==> src/rtl/mtsm_pkg.sv <==
// Package for the seed matcher: constants of the seeding recurrence,
// twist and tempering, the stage payload type and the register indexes.
// No dependencies.
package mtsm_pkg;

  localparam logic [31:0] INIT_MULT  = 32'h6c078965;
  localparam logic [31:0] TWIST_MAG  = 32'h9908b0df;
  localparam logic [31:0] TEMPER_B   = 32'h9d2c5680;
  localparam logic [31:0] TEMPER_C   = 32'hefc60000;
  localparam logic [31:0] UPPER_MASK = 32'h80000000;
  localparam logic [31:0] LOWER_MASK = 32'h7fffffff;

  // Loop bound of the seeding recurrence: words 1 through InitEnd-1 are built.
  localparam int InitEnd  = 399;
  localparam int NumCells = InitEnd - 1;
  localparam int IdxW     = $clog2(InitEnd);

  // Position of the word at the input of the cell that also forms the twist operand y.
  localparam int GrabYCell = 1;

  typedef struct packed {
    logic [31:0] w;  // latest word of the recurrence
    logic [31:0] y;  // twist operand, built from words 1 and 2
  } mtsm_stage_t;

  typedef enum logic [0:0] {
    REG_TARGET_PID = 1'b0,
    REG_TARGET_TID = 1'b1
  } mtsm_reg_e;

endpackage

==> src/rtl/mtsm_init_cell.sv <==
// One cell of the seeding chain: builds the next recurrence word from the
// word handed over by its neighbor. Depends on mtsm_pkg.
module mtsm_init_cell import mtsm_pkg::*; (
  input  logic              clk_i,
  input  logic              rst_ni,
  input  logic              en_i,
  input  logic [IdxW-1:0]   idx_i,
  input  logic              grab_y_i,
  input  logic              valid_i,
  input  mtsm_stage_t       data_i,
  output logic              valid_o,
  output mtsm_stage_t       data_o
);

  logic [31:0] w_mix;
  logic [31:0] w_next;
  mtsm_stage_t data_d;
  mtsm_stage_t data_q;
  logic        valid_q;

  assign w_mix  = data_i.w ^ (data_i.w >> 30);
  assign w_next = 32'(w_mix * INIT_MULT) + 32'(idx_i);

  always_comb begin
    data_d.w = w_next;
    data_d.y = data_i.y;
    // The cell that makes word 2 sees word 1 at its input.
    if (grab_y_i) begin
      data_d.y = (data_i.w & UPPER_MASK) | (w_next & LOWER_MASK);
    end
  end

  always_ff @(posedge clk_i or negedge rst_ni) begin
    if (!rst_ni) begin
      valid_q <= 1'b0;
    end else if (en_i) begin
      valid_q <= valid_i;
    end
  end

  always_ff @(posedge clk_i) begin
    if (en_i) begin
      data_q <= data_d;
    end
  end

  assign valid_o = valid_q;
  assign data_o  = data_q;

endmodule

==> config.mk <==
export PLATFORM = sky130hd
export DESIGN_NAME = mtsm_init_cell
export DESIGN_NICKNAME = d
export VERILOG_FILES = /design/src/rtl/mtsm_pkg.sv /design/src/rtl/mtsm_init_cell.sv
export SDC_FILE = /design/constraint.sdc
export NUM_CORES = 1
export LEC_CHECK = 0
export BUFFER_PORTS_ARGS = -buffer_cell sky130_fd_sc_hd__buf_2
export CELL_PAD_IN_SITES_DETAIL_PLACEMENT = 0
export CELL_PAD_IN_SITES_GLOBAL_PLACEMENT = 2
export CORE_MARGIN = 3
export CORE_UTILIZATION = 43
export CTS_CLUSTER_DIAMETER = 40
export DETAILED_ROUTE_END_ITERATION = 8
export GPL_TIMING_DRIVEN = 0
export PLACE_DENSITY_LB_ADDON = 0.1
export REMOVE_ABC_BUFFERS = 1
export SLEW_MARGIN = 20
export SYNTH_ARGS = -nofsm -noshare
export SYNTH_HDL_FRONTEND = slang
export SYNTH_SLANG_ARGS = --single-unit
==> constraint.sdc <==
create_clock -name clk_i -period 1.25 [get_ports clk_i]
set_input_delay 0.125 -clock clk_i [delete_from_list [all_inputs] [get_ports clk_i]]
set_output_delay 0.125 -clock clk_i [all_outputs]
set_load 0.01 [all_outputs]
==> impl_metrics.env <==
export IMPL_synth_seq_cells=65
export IMPL_met3WireLength_um=807
export IMPL_crit_path_start_kind="input port"
export IMPL_critPathCaptureType="flip-flop"
export IMPL_setup_viol=61
export IMPL_synth_area_leaders="fa_1 29%, ha_1 28%, edfxtp_1 18%"
export IMPL_final_nets=1599
export IMPL_hold_viol_final=0
export IMPL_synth_most_common_cell="inv_1"
export IMPL_fin_ws_ps=-4730
export IMPL_routed_top_layer="met4"
export IMPL_final_max_slew_viol_count=0
export IMPL_synth_commonest_cells="257 x inv_1, 238 x ha_1, 152 x fa_1"
export IMPL_netlist_instances=939
export IMPL_synth_top_area_cell="fa_1"
export IMPL_grt_total_usage=0.191
export IMPL_clkSlewWorstSetupHoldPaths_ps=50
export IMPL_period_minus_slack_ps=5980
export IMPL_grt_pass1_wl_mm=39.1
export IMPL_start_util=0.446
export IMPL_cp_max_fo=5
export IMPL_antenna_found_initial=0
export IMPL_crit_buf_inv=7
export IMPL_portBuffers=142
export IMPL_crit_slowest_cell="fa_1"
export IMPL_crit_type="input port to flip-flop"
export IMPL_wl_met2_mm=11.5
export IMPL_num_vias=6931
export IMPL_routed_wirelength_mm=24.4
export IMPL_layout_drive_gt1_share=0.283
export IMPL_diodes=0
export IMPL_die_w_um=163
export IMPL_synthDominantCellAreaShare=0.286
export IMPL_setup_tns_ps=-216550
export IMPL_grt_max_degree=66
export IMPL_required_ps=1320
export IMPL_drt_met1_wl_mm=11.8
export IMPL_arrival_ps=6060
export IMPL_synthArstFlopShare=0.0154
export IMPL_cts_root_buf="clkbuf_16"
export IMPL_grt_pass1_vias=7393
export IMPL_clock_skew_ps=0
export IMPL_min_path_type="input port to flip-flop"
export IMPL_status="finished, violations left"
export IMPL_dp_hpwl_mm=20.3
export IMPL_crit_top_cell="fa_1"
export IMPL_period_share=4.79
export IMPL_core_region_area_sq_um=23900
export IMPL_drt_pre_antenna_iters=4
export IMPL_slew_headroom=0.463
export IMPL_synth_simple_area_share=0.0271
export IMPL_fmax_ghz=0.167
export IMPL_clock_path_buffers=2
export IMPL_yosys_warnings=0
export IMPL_areaGrowthSynthToFinish_pct=23.4
export IMPL_synthMuxAreaShare=0.0328
export IMPL_netlist_area_sq_um=10600
export IMPL_cts_tree="built"
export IMPL_io_pins=143
export IMPL_cts_sinks=65
export IMPL_cap_violations=0
export IMPL_design_area_sq_um=13100
export IMPL_ys_types=47
export IMPL_critPathTopFamily="adder cells"
export IMPL_synth_edf_count=64
export IMPL_grt_setup_unrepaired="true"
export IMPL_critPathMaxStageDelay_ps=510
export IMPL_detail_route_antenna_nets=0
export IMPL_cts_buffers=9
export IMPL_synthAdderAreaFrac=0.565
export IMPL_avgSynthCellArea_sq_um=11.3
export IMPL_clk_latency_ps=320
export IMPL_place_congestion=0.789
export IMPL_violations="setup timing"
export IMPL_die_area_sq_um=26700
export IMPL_overflow=0
export IMPL_synth_compound_area_frac=0.0512
export IMPL_via_per_inst=4.76
export IMPL_synth_xor_area_frac=0.0477
export IMPL_synth_top_family_by_area="adder cells"
export IMPL_num_rows=56
export IMPL_synth_ff_type="edfxtp_1"
export IMPL_die_h_um=163
export IMPL_wl_per_cell_um=16.8
export IMPL_synth_seq_area_share=0.183
export IMPL_drc=0
export IMPL_cts_htree_levels=3
export IMPL_first_iter_violations=234
export IMPL_dpl_cell_area_sq_um=11800
export IMPL_worst_slew_pin_slew_ps=805
through the flow:
step / util / setup WS, ps / hold WS [ps] / std cells
floorplan: - / -5320 / -171 / 933
global placement: 0.491 / -7390 / -99.3 / 1394
detailed placement: 0.492 / -6400 / -97.3 / 1395
CTS: 0.539 / -4830 / 30.5 / 1442
global route: 0.550 / -4970 / 48.1 / 1455
finish: 0.550 / -4730 / 40.4 / 1455
layout by cell type, fill, tap and decap left out, drive strengths merged, types with 3 or more instances in the layout:
cell and n:
a211oi 3, a21o 8, a21oi 20, a221oi 4, and2 9, buf 186
clkbuf 10, clkinv 3, clkinvlp 3, edfxtp 64, fa 152, ha 238
inv 256, mux2 31, nand2 7, nand3 7, nor2 9, nor2b 4
nor3 6, o21a 4, o21ai 18, o21bai 4, o31ai 3, or3 4
xnor2 47, xor2 11
path summary, 6_finish.rpt:
check	start	endpoint	slack, ps	cells after the start
worst max register to register	valid_o	valid_o	520	1
worst max-delay path	data_i[32]	data_o[27]	-4730	26
max in group asynchronous	rst_ni	valid_o	1060	2
min in group asynchronous	rst_ni	valid_o	100	2
worst min-delay path	valid_i	valid_o	40	2
worst min register to register	valid_o	valid_o	500	1
cell type report:
type	instances	area (sq um)
Inverter	257	968
Clock inverter	6	60.1
Clock buffer	10	229
Multi-Input combinational cell	611	8320
Tap cell	319	399
Sequential cell	65	1950
Fill cell	2205	10800
Timing Repair Buffer	187	1210
metal layers:
layer,vias up,track usage
met5,-,0
met2,139,0.322
li1,3419,-
met1,3355,0.272
met4,0,0.0369
met3,18,0.0160
logic make-up after synthesis:
kind of cell	count (synthesis)
adders and majority gates	390
DFF	65
xor gates and xnor gates	58
and+or+nand+nor	54
buffers and inverters	263
muxes	31
AOI/OAI and AO/OA	78
sequential cells by signal (all words and copies together), names as in the netlist:
register	cells
valid_o	1
data_o	64
repair_timing:
item	4_1_cts	5_1_grt
hold endpoints to repair	1	0
setup buffers	31	13
hold buffers	1	0
cloned	0	0
pin swaps	37	26
resized for setup	122	34
setup endpoints to repair	61	61
Power is not shown: default switching activity piles up to over one toggle a cycle in this logic, so the estimate is an artifact.
