[src/rtl/mtsm_pkg.sv]
// Package for the seed matcher: constants of the seeding recurrence,
// twist and tempering, the stage payload type and the register indexes.
// No dependencies.
package mtsm_pkg;

  localparam logic [31:0] INIT_MULT  = 32'h6c078965;
  localparam logic [31:0] TWIST_MAG  = 32'h9908b0df;
  localparam logic [31:0] TEMPER_B   = 32'h9d2c5680;
  localparam logic [31:0] TEMPER_C   = 32'hefc60000;
  localparam logic [31:0] UPPER_MASK = 32'h80000000;
  localparam logic [31:0] LOWER_MASK = 32'h7fffffff;

  // Loop bound of the seeding recurrence: words 1 through InitEnd-1 are built.
  localparam int InitEnd  = 399;
  localparam int NumCells = InitEnd - 1;
  localparam int IdxW     = $clog2(InitEnd);

  // Position of the word at the input of the cell that also forms the twist operand y.
  localparam int GrabYCell = 1;

  typedef struct packed {
    logic [31:0] w;  // latest word of the recurrence
    logic [31:0] y;  // twist operand, built from words 1 and 2
  } mtsm_stage_t;

  typedef enum logic [0:0] {
    REG_TARGET_PID = 1'b0,
    REG_TARGET_TID = 1'b1
  } mtsm_reg_e;

endpackage

[src/rtl/mtsm_temper.sv]
// Twist of word 1 and output tempering, one registered stage.
// Depends on mtsm_pkg.
module mtsm_temper import mtsm_pkg::*; (
  input  logic        clk_i,
  input  logic        rst_ni,
  input  logic        en_i,
  input  logic        valid_i,
  input  mtsm_stage_t data_i,
  output logic        valid_o,
  output logic [31:0] t_o
);

  logic [31:0] x;
  logic [31:0] y1;
  logic [31:0] y2;
  logic [31:0] y3;
  logic [31:0] t_d;
  logic [31:0] t_q;
  logic        valid_q;

  assign x  = data_i.w ^ (data_i.y >> 1) ^ (data_i.y[0] ? TWIST_MAG : 32'h0);
  assign y1 = x ^ (x >> 11);
  assign y2 = y1 ^ ((y1 << 7) & TEMPER_B);
  assign y3 = y2 ^ ((y2 << 15) & TEMPER_C);
  assign t_d = y3 ^ (y3 >> 18);

  always_ff @(posedge clk_i or negedge rst_ni) begin
    if (!rst_ni) begin
      valid_q <= 1'b0;
    end else if (en_i) begin
      valid_q <= valid_i;
    end
  end

  always_ff @(posedge clk_i) begin
    if (en_i) begin
      t_q <= t_d;
    end
  end

  assign valid_o = valid_q;
  assign t_o     = t_q;

endmodule
[config.mk]
export PLATFORM = sky130hd
export DESIGN_NAME = mtsm_temper
export DESIGN_NICKNAME = d
export VERILOG_FILES = /design/src/rtl/mtsm_pkg.sv /design/src/rtl/mtsm_temper.sv
export SDC_FILE = /design/constraint.sdc
export NUM_CORES = 1
export LEC_CHECK = 0
export BUFFER_PORTS_ARGS = -buffer_cell sky130_fd_sc_hd__clkbuf_2
export CORE_MARGIN = 4
export CORE_UTILIZATION = 52
export CTS_BUF_LIST = sky130_fd_sc_hd__clkbuf_2 sky130_fd_sc_hd__clkbuf_4 sky130_fd_sc_hd__clkbuf_8
export DETAILED_ROUTE_END_ITERATION = 12
export PLACE_DENSITY = 0.88
export SYNTH_ARGS = -nofsm -noshare
export SYNTH_HDL_FRONTEND = slang
export SYNTH_SLANG_ARGS = --single-unit
export TNS_END_PERCENT = 50
[constraint.sdc]
create_clock -name clk_i -period 1.1 [get_ports clk_i]
set_input_delay 0.055 -clock clk_i [delete_from_list [all_inputs] [get_ports clk_i]]
set_output_delay 0.055 -clock clk_i [all_outputs]
set_load 0.005 [all_outputs]
==> metrics.txt <==
# TYPE chip_impl_metric gauge
chip_impl_metric{name="cp.required",unit="ns"} 1.12
chip_impl_metric{name="detailedPlacementHpwl",unit="mm"} 3.84
chip_impl_metric{name="globalRouteMet2Util",unit="%"} 38.7
chip_impl_info{name="setup.worst_path.start_class",value="input pin"} 1
chip_impl_metric{name="worstPathArrival",unit="ns"} 1.27
chip_impl_metric{name="finalSetupViolCount",unit=""} 13
chip_impl_metric{name="grt_first_pass_wirelength",unit="mm"} 7.80
chip_impl_metric{name="clkSinkCount",unit=""} 33
chip_impl_metric{name="yosysUniqueCellTypes",unit=""} 11
chip_impl_metric{name="cap_violations",unit=""} 0
chip_impl_metric{name="antenna_found_initial",unit=""} 0
chip_impl_metric{name="period_minus_slack",unit="ns"} 1.25
chip_impl_info{name="cts_tree",value="built"} 1
chip_impl_metric{name="share_of_post_route_cells_with_drive_strength_above_1",unit="%"} 71.9
chip_impl_metric{name="max_slew.worst_pin.slew",unit="ns"} 0.519
chip_impl_metric{name="finalMaxSlewViolations",unit=""} 0
chip_impl_metric{name="floorplan.core_area",unit="mm²"} 0.00380
chip_impl_metric{name="static-leakage-power",unit="nW"} 1.70
chip_impl_info{name="run_status",value="complete, but fails checks"} 1
chip_impl_metric{name="die-width",unit="µm"} 71.8
chip_impl_metric{name="vias",unit=""} 1758
chip_impl_info{name="global_route.peak_usage_layer",value="met2"} 1
chip_impl_metric{name="hold_violations",unit=""} 0
chip_impl_metric{name="final_util",unit="%"} 95.6
chip_impl_metric{name="clk-insertion-delay-late",unit="ns"} 0.27
chip_impl_metric{name="fin_crit_sh",unit="%"} 113
chip_impl_metric{name="die-height",unit="µm"} 71.8
chip_impl_metric{name="irDropWorstVdd",unit="mV"} 1.24
chip_impl_metric{name="place.port_buffers",unit=""} 100
chip_impl_metric{name="ant_nets",unit=""} 0
chip_impl_metric{name="initialDrtViolationCount",unit=""} 103
chip_impl_metric{name="htree_num_levels",unit=""} 2
chip_impl_metric{name="routed_via_density",unit=""} 5.23
chip_impl_metric{name="std_cell_rows",unit=""} 22
chip_impl_metric{name="setup_ws",unit="ns"} -0.146
chip_impl_metric{name="floorplan.io_pins",unit=""} 101
chip_impl_metric{name="floorplan.die_area",unit="mm²"} 0.00515
chip_impl_metric{name="wl_per_cell",unit="µm"} 24.4
chip_impl_metric{name="grtUsageMet1",unit="%"} 22.1
chip_impl_metric{name="ys_seq_area_share",unit="%"} 46.7
chip_impl_metric{name="clkSlewWorstSetupHoldPaths",unit="ns"} 0.06
chip_impl_metric{name="syn-mean-instance-area",unit="µm²"} 16.4
chip_impl_metric{name="initial_core_utilization",unit="%"} 55.6
chip_impl_metric{name="grt_max_degree",unit=""} 15
chip_impl_metric{name="synth_seq_cells",unit=""} 33
chip_impl_metric{name="syn-num-nets",unit=""} 197
chip_impl_metric{name="clock-skew-final",unit="ns"} 0
chip_impl_metric{name="post-route-drc-count",unit=""} 0
chip_impl_info{name="critPathKind",value="in2reg"} 1
chip_impl_metric{name="area.growth.synth_to_final",unit="%"} 71.8
chip_impl_metric{name="numCtsBuffers",unit=""} 5
chip_impl_info{name="violated_checks",value="setup timing"} 1
chip_impl_info{name="cts-root-buf",value="sky130_fd_sc_hd__clkbuf_8"} 1
chip_impl_metric{name="nets",unit=""} 355
chip_impl_metric{name="track_usage",unit="%"} 20.7
chip_impl_metric{name="critPathMaxFanout",unit=""} 2
chip_impl_metric{name="syn-instance-count",unit=""} 129
chip_impl_metric{name="relSlewSlack",unit="%"} 65.1
chip_impl_info{name="crit_end_element",value="flop"} 1
chip_impl_metric{name="finalHoldWorstSlack",unit="ns"} 0.0347
chip_impl_metric{name="yosys_warnings",unit=""} 0
chip_impl_metric{name="cts.path.max_buffers",unit=""} 2
chip_impl_metric{name="use_met3",unit="%"} 5.89
chip_impl_metric{name="max_clock_freq",unit="GHz"} 0.803
chip_impl_metric{name="grt-ovfl-total",unit=""} 0
chip_impl_metric{name="power_density",unit="mW/mm²"} 1740
chip_impl_info{name="hp-class",value="in2reg"} 1
chip_impl_info{name="rsz0062_at_grt",value="yes"} 1
chip_impl_metric{name="synthesis.area",unit="mm²"} 0.00211
chip_impl_metric{name="grt_pass1_vias",unit=""} 1640
chip_impl_metric{name="totalWireLength",unit="mm"} 8.19
chip_impl_metric{name="routabilityCongestion",unit=""} 0.725
chip_impl_metric{name="antenna_cells_inserted",unit=""} 0
chip_impl_metric{name="first_pass_iters",unit=""} 4
==> layer usage <==
| metal | vias to the layer above | wire length, µm | part of all wire, % |
|---|---|---|---|
| met5 | - | 0 | 0 |
| met4 | 0 | 351 | 4.3 |
| met3 | 28 | 751 | 9.2 |
| met2 | 129 | 4410 | 54 |
| met1 | 855 | 2670 | 33 |
| li1 | 746 | - | - |
==> worst paths after layout <==
| check | slack [ns] | depth (start not counted) | from | end |
|---|---|---|---|---|
| worst max-delay path | -0.15 | 5 | data_i[25] | t_o[6]$_DFFE_PP_ |
| worst min-delay path | 0.03 | 2 | valid_i | valid_o$_DFFE_PN0P_ |
| worst max register to register | 0.32 | 1 | valid_o$_DFFE_PN0P_ | valid_o$_DFFE_PN0P_ |
| worst min register to register | 0.55 | 1 | valid_o$_DFFE_PN0P_ | valid_o$_DFFE_PN0P_ |
| max in group asynchronous | 0.92 | 2 | rst_ni | valid_o$_DFFE_PN0P_ |
| min in group asynchronous | 0.09 | 2 | rst_ni | valid_o$_DFFE_PN0P_ |
==> placed cells by master, fill, tap and decap left out <==
cell                            synthesis  final
sky130_fd_sc_hd__clkbuf_2               0     88
sky130_fd_sc_hd__buf_4                  0     47
sky130_fd_sc_hd__edfxtp_1              32     32
sky130_fd_sc_hd__xnor2_1               51     30
sky130_fd_sc_hd__xnor2_2                9     21
sky130_fd_sc_hd__xor2_1                17     12
sky130_fd_sc_hd__xnor2_4                0      9
sky130_fd_sc_hd__buf_6                  1      8
sky130_fd_sc_hd__xnor3_2                2      7
sky130_fd_sc_hd__clkbuf_8               0      7
sky130_fd_sc_hd__xor2_2                 4      5
sky130_fd_sc_hd__buf_8                  0      5
sky130_fd_sc_hd__xor2_4                 0      4
sky130_fd_sc_hd__xnor3_1                9      4
sky130_fd_sc_hd__clkbuf_4               0      2
sky130_fd_sc_hd__buf_12                 0      2
sky130_fd_sc_hd__xor3_1                 2      1
sky130_fd_sc_hd__xor3_2                 0      1
sky130_fd_sc_hd__mux2_2                 1      1
sky130_fd_sc_hd__dlygate4sd3_1          0      1
sky130_fd_sc_hd__dfrtp_1                1      1
==> worst max-delay path, stage by stage <==
cell                       delay (ns)
sky130_fd_sc_hd__clkbuf_2        0.11
sky130_fd_sc_hd__xnor2_2         0.21
sky130_fd_sc_hd__xnor3_1         0.36
sky130_fd_sc_hd__xnor3_1         0.39
sky130_fd_sc_hd__xnor2_1         0.14
==> cell families (layout without fill, tap and decap cells) <==
family                    after synthesis  in the layout  share of synthesized area, %
buffers and inverters                   1            160                         0.533
muxes                                   1              1                         0.533
DFF                                    33             33                          46.7
xor gates and xnor gates               94             94                          52.3
==> power breakdown <==
part	total (mW)	internal, mW	leakage [nW]	switching (mW)
clock	1.00	0.560	0.0523	0.444
combinational	3.14	1.73	1.33	1.40
sequential	2.16	2.00	0.325	0.159
total	6.30	4.30	1.70	2.00
==> what timing repair did <==
| action | in CTS | in global routing |
|---|---|---|
| endpoints found under the setup margin | 14 | 19 |
| buffers inserted | 3 | 11 |
| hold buffers | 1 | 0 |
| pin swaps | 7 | 31 |
| endpoints found under the hold margin | 1 | 0 |
| gates resized for setup | 15 | 48 |
==> synth_stat cells <==
cell type                  count  share of area, %
sky130_fd_sc_hd__xor2_1       17               7.0
sky130_fd_sc_hd__edfxtp_1     32                45
sky130_fd_sc_hd__xnor3_2       2               2.3
sky130_fd_sc_hd__xnor2_2       9               6.9
sky130_fd_sc_hd__buf_6         1              0.53
sky130_fd_sc_hd__xor3_1        2               2.3
sky130_fd_sc_hd__xnor3_1       9               9.6
sky130_fd_sc_hd__mux2_2        1              0.53
sky130_fd_sc_hd__xnor2_1      51                21
sky130_fd_sc_hd__xor2_2        4               3.1
sky130_fd_sc_hd__dfrtp_1       1               1.2
==> per-stage QoR <==
step                power, mW  setup slack, ns  TNS (ns)  cell area, µm²  instances
floorplan                3.58           -0.261     -2.06            2260        129
global placement         4.55           -0.449     -6.45            3100        313
CTS                      5.73           -0.126    -0.404            3330        325
global route             6.54           -0.179     -1.15            3630        336
finish                   6.30           -0.146    -0.889            3630        336
detailed placement       4.67           -0.449     -7.51            3100        313
==> registers in the layout, indices dropped and copies added (netlist names) <==
register,count
t_o,32
valid_o,1
==> area by class of cell <==
| cell class | instances | area, µm² |
|---|---|---|
| Clock buffer | 8 | 97.6 |
| Sequential cell | 33 | 986 |
| Fill cell | 82 | 168 |
| Tap cell | 48 | 60.1 |
| Multi-Input combinational cell | 95 | 1470 |
| Timing Repair Buffer | 152 | 1020 |
Power figures use the tool's default switching activity.
